[src/rtl/csrmv_pkg.sv]
// Shared types and constants for the CSR sparse matrix-vector unit.
package csrmv_pkg;

    localparam int COL_W  = 10;
    localparam int DATA_W = 32;
    localparam int ROW_W  = 16;
    localparam int ACC_W  = 64;

    typedef logic [1:0] t_func;

    localparam t_func FUNC_LOAD    = 2'd0;
    localparam t_func FUNC_NONZERO = 2'd1;
    localparam t_func FUNC_ROW_END = 2'd2;

    typedef struct packed {
        logic  valid;
        t_func func;
    } t_op;

endpackage

[src/rtl/csrmv_mac.sv]
// Multiply stage, saturating accumulator, row clamp and result register.
module csrmv_mac #(
    parameter int FRAC_BITS = 16
) (
    input  logic                                 i_clk,
    input  logic                                 i_rst_n,
    input  csrmv_pkg::t_op                       i_s1_op,
    input  logic signed [csrmv_pkg::DATA_W-1:0]  i_s1_value,
    input  logic signed [csrmv_pkg::DATA_W-1:0]  i_s1_x,
    input  logic                                 i_out_stall,
    output logic                                 o_adv,
    output logic                                 o_out_valid,
    output logic signed [csrmv_pkg::DATA_W-1:0]  o_row_sum,
    output logic [csrmv_pkg::ROW_W-1:0]          o_row_number,
    output logic                                 o_saturated
);

    localparam int AW1 = csrmv_pkg::ACC_W + 1;

    csrmv_pkg::t_op                       r_s2_op;
    logic signed [csrmv_pkg::ACC_W-1:0]   r_s2_prod;
    logic signed [csrmv_pkg::ACC_W-1:0]   r_acc;
    logic signed [csrmv_pkg::ACC_W-1:0]   n_acc;
    logic [csrmv_pkg::ROW_W-1:0]          r_row;
    logic                                 r_out_valid;
    logic signed [csrmv_pkg::DATA_W-1:0]  r_row_sum;
    logic [csrmv_pkg::ROW_W-1:0]          r_row_number;
    logic                                 r_saturated;

    logic signed [csrmv_pkg::ACC_W-1:0]   prod_sh;
    logic [AW1-1:0]                       sum_ext;
    logic                                 out_free;
    logic                                 is_row_end;
    logic                                 is_nonzero;
    logic                                 clip;
    logic signed [csrmv_pkg::DATA_W-1:0]  clamped;

    assign out_free   = !r_out_valid || !i_out_stall;
    assign is_row_end = r_s2_op.valid && (r_s2_op.func == csrmv_pkg::FUNC_ROW_END);
    assign is_nonzero = r_s2_op.valid && (r_s2_op.func == csrmv_pkg::FUNC_NONZERO);
    assign o_adv      = !(is_row_end && !out_free);

    // floor shift of the product, then saturating 64-bit add
    assign prod_sh = r_s2_prod >>> FRAC_BITS;
    assign sum_ext = {r_acc[csrmv_pkg::ACC_W-1], r_acc}
                   + {prod_sh[csrmv_pkg::ACC_W-1], prod_sh};

    always_comb begin
        if (sum_ext[AW1-1] != sum_ext[AW1-2]) begin
            n_acc = sum_ext[AW1-1] ? {1'b1, {(csrmv_pkg::ACC_W-1){1'b0}}}
                                   : {1'b0, {(csrmv_pkg::ACC_W-1){1'b1}}};
        end else begin
            n_acc = sum_ext[csrmv_pkg::ACC_W-1:0];
        end
    end

    // clip the accumulator to the 32-bit range
    assign clip = !((&r_acc[csrmv_pkg::ACC_W-1:csrmv_pkg::DATA_W-1])
                 || !(|r_acc[csrmv_pkg::ACC_W-1:csrmv_pkg::DATA_W-1]));

    always_comb begin
        if (clip) begin
            clamped = r_acc[csrmv_pkg::ACC_W-1] ? {1'b1, {(csrmv_pkg::DATA_W-1){1'b0}}}
                                                : {1'b0, {(csrmv_pkg::DATA_W-1){1'b1}}};
        end else begin
            clamped = r_acc[csrmv_pkg::DATA_W-1:0];
        end
    end

    // payload of stage two and the result register
    always_ff @(posedge i_clk) begin
        if (o_adv) begin
            r_s2_prod <= i_s1_value * i_s1_x;
            if (is_row_end) begin
                r_row_sum    <= clamped;
                r_row_number <= r_row;
                r_saturated  <= clip;
            end
        end
    end

    always_ff @(posedge i_clk) begin
        if (!i_rst_n) begin
            r_s2_op     <= '0;
            r_acc       <= '0;
            r_row       <= '0;
            r_out_valid <= 1'b0;
        end else begin
            if (o_adv) begin
                r_s2_op <= i_s1_op;
            end
            if (o_adv && is_row_end) begin
                r_acc       <= '0;
                r_row       <= r_row + csrmv_pkg::ROW_W'(1);
                r_out_valid <= 1'b1;
            end else begin
                if (o_adv && is_nonzero) begin
                    r_acc <= n_acc;
                end
                if (r_out_valid && !i_out_stall) begin
                    r_out_valid <= 1'b0;
                end
            end
        end
    end

    assign o_out_valid  = r_out_valid;
    assign o_row_sum    = r_row_sum;
    assign o_row_number = r_row_number;
    assign o_saturated  = r_saturated;

endmodule

[config.mk]
export PLATFORM = sky130hd
export DESIGN_NAME = csrmv_mac
export DESIGN_NICKNAME = d
export VERILOG_FILES = /design/src/rtl/csrmv_pkg.sv /design/src/rtl/csrmv_mac.sv
export SDC_FILE = /design/constraint.sdc
export NUM_CORES = 2
export LEC_CHECK = 0
export ABC_AREA = 1
export BUFFER_PORTS_ARGS = -buffer_cell sky130_fd_sc_hd__buf_4
export CAP_MARGIN = 20
export CORE_MARGIN = 3
export CORE_UTILIZATION = 55
export DETAILED_ROUTE_END_ITERATION = 10
export MAX_ROUTING_LAYER = met4
export PLACE_DENSITY = 0.7
export REMOVE_ABC_BUFFERS = 1
export SYNTH_ARGS = -nofsm -noshare
export SYNTH_HDL_FRONTEND = slang
export SYNTH_SLANG_ARGS = --single-unit
[constraint.sdc]
create_clock -name i_clk -period 15.6 [get_ports i_clk]
set_input_delay 2.34 -clock i_clk [delete_from_list [all_inputs] [get_ports i_clk]]
set_output_delay 2.34 -clock i_clk [all_outputs]
set_load 0.03 [all_outputs]
==> impl_metrics.tcl <==
set metrics [dict create \
    status "finished clean" \
    nets 7524 \
    insertion_delay_ps 450 \
    drv_slew 0 \
    synth_flop_cell "edfxtp_1" \
    ys_top_cells_by_area "fa_1, inv_1, nand2_1, ha_1, edfxtp_1" \
    setup_viol 0 \
    dp_hpwl_um 115000 \
    cts_made_buffers 17 \
    mostFrequentLayoutCells "inv_1, nand2_1, fa_1" \
    fin_crit_ps 9850 \
    vias 38800 \
    ys.warnings.count 0 \
    cts_root_buf "clkbuf_16" \
    wire_per_inst_um 18.8 \
    grt_pass1_vias 41500 \
    drt-total-wl_um 137000 \
    slowest_stage "fa_1" \
    grt_pass1_wl_um 227000 \
    core-area_sq_um 87300 \
    synth_seq_area_share 0.0943 \
    startpoint_type "input pin" \
    initial_core_util 0.558 \
    async_reset_ff_frac 0 \
    port_buffers 120 \
    r2r_cells 13 \
    synth.top_cell.area_share 0.445 \
    area_growth_pct 4.42 \
    cts_tree "built" \
    endpoint "r_s2_prod[59]$_DFFE_PN_" \
    slew_headroom 0.359 \
    ys_seq_elements 181 \
    cp.arrival_ps 10050 \
    dieWidth_um 304 \
    setup_tns_ps 0 \
    cp.required_ps 15800 \
    synth_area_sq_um 48700 \
    tightest_slew_ps 959 \
    final_common_cell "inv_1" \
    antenna_found_initial 3 \
    max_stage_delay_ps 810 \
    grt_max_degree 64 \
    htree_levels 4 \
    drc 0 \
    ioPinCount 121 \
    clock.fmax_mhz 102 \
    hold_path.class "reg2reg" \
    cp_max_fo 32 \
    place_congestion 1.00 \
    vias_per_cell 5.32 \
    rr_startpoint "r_s2_prod[63]$_DFFE_PN_" \
    drive_gt1_frac 0.0295 \
    ctsLongestPathBuffers 2 \
    r2r_end "r_acc[62]$_SDFFE_PP0P_" \
    hold_viol 0 \
    num_rows 108 \
    yosysTopAreaCell "fa_1" \
    clk_pin_slew_ps 80 \
    cp-end-kind "flop" \
    cts_hold_buf 0 \
    final_antenna_net_count 0 \
    ff2ff_setup_slack_ps 11420 \
    cts_sinks 181 \
    postCtsResizedCells 0 \
    rsz0062_at_grt "no" \
    syn_inst 6202 \
    clock_skew_ps 18.6 \
    dr.pass1.iters 7 \
    crit_type "in2reg" \
    synth_edf_count 97 \
    grt_use_total 0.318 \
    drt_iter0_drc 3155 \
    die_area_sq_um 92200 \
    die_h_um 304 \
    startpoint "i_s1_x[5]" \
    avgSynthCellArea_sq_um 7.85 \
    maxCapViolations 0 \
    yosysUniqueCellTypes 43 \
    period_share 0.631 \
    post_cts_buffers 0 \
    grt.overflow.total 0 \
]
## sequential cells by signal (all words and copies together), names as in the netlist
signal        count
o_out_valid       1
o_row_number     16
o_row_sum        32
o_saturated       1
r_acc            64
r_row            16
r_s2_op           3
r_s2_prod        48
## through the flow
stage	cell area [sq um]	setup slack (ps)	hold slack, ps	std cells	utilization
2_1_floorplan	47800	6610	408	5977	-
3_3_place_gp	50200	5430	414	7262	0.576
3_5_place_dp	50300	5330	417	7263	0.576
4_1_cts	50900	5750	437	7295	0.583
5_1_grt	50900	5250	450	7296	0.583
6_report	50900	5750	436	7297	0.583
## layout make-up
type                    instances  area [sq um]
diodes                          2          5.00
clock buffers                  17           425
clock inverters                15           174
fillers                      8175         36400
inverters                    1746          6550
multi-input cells            4050         36700
flip-flops and latches        181          4590
well taps                    1155          1450
repair buffers                131           991
## cells in the mapped netlist, types with 2 or more instances
library cell / n
a211oi_1: 4
and3_1: 6
nand2_1: 1609
o211ai_1: 5
a221oi_1: 3
buf_6: 6
nand3b_1: 13
o21ai_0: 154
xor2_1: 65
o21a_1: 8
clkbuf_1: 213
dfxtp_1: 84
a21oi_1: 258
fa_1: 1082
or2_2: 9
buf_4: 6
o21bai_1: 26
nand3_1: 128
inv_1: 1746
a21boi_0: 5
ha_1: 245
nand2_2: 3
nor4_1: 21
xnor2_1: 22
nor2_1: 290
o2111ai_1: 2
nand4_1: 24
a31oi_1: 17
a21o_1: 15
edfxtp_1: 97
nor3_1: 23
and2_1: 2
## logic make-up (layout without fill, tap and decap cells)
group	Yosys count	in the layout	share of synthesized area
AO/OA/AOI/OAI	502	502	0.0560
XOR/XNOR	87	87	0.0156
adder cells (fa/ha/maj)	1327	1327	0.508
buffers and inverters	1971	1909	0.153
flip-flops	181	181	0.0943
other	0	2	0
AND/OR/NAND/NOR	2134	2134	0.173
## critical path, delay by kind of cell
kind                       cells  cell delay [ps]
adders and majority gates      9             4580
AOI/OAI and AO/OA              6             1120
and+or+nand+nor                3              370
buffers and inverters          9             1620
## worst min path at each step
stage	start	end	slack [ps]	cells after the start
finish	r_row[13]$_SDFFE_PN0P_	o_row_number[13]$_DFFE_PP_	440	0
global route	r_row[13]$_SDFFE_PN0P_	o_row_number[13]$_DFFE_PP_	450	0
CTS	r_row[13]$_SDFFE_PN0P_	o_row_number[13]$_DFFE_PP_	440	0
global placement	r_row[13]$_SDFFE_PN0P_	o_row_number[13]$_DFFE_PP_	410	0
floorplan	r_row[13]$_SDFFE_PN0P_	o_row_number[13]$_DFFE_PP_	410	0
detailed placement	r_row[13]$_SDFFE_PN0P_	o_row_number[13]$_DFFE_PP_	420	0
## per-layer routing
metal  vias up  GRT usage  part of all wire
met1     19300      0.444              0.43
met5         -          -                 0
li1      17700          -                 -
met3       176     0.0362             0.076
met2      1559      0.511              0.47
met4         0     0.0563             0.017
Power is left out: the tool's default activity adds up to more than one toggle a clock period on the data nets, which glitch-free logic cannot reach.
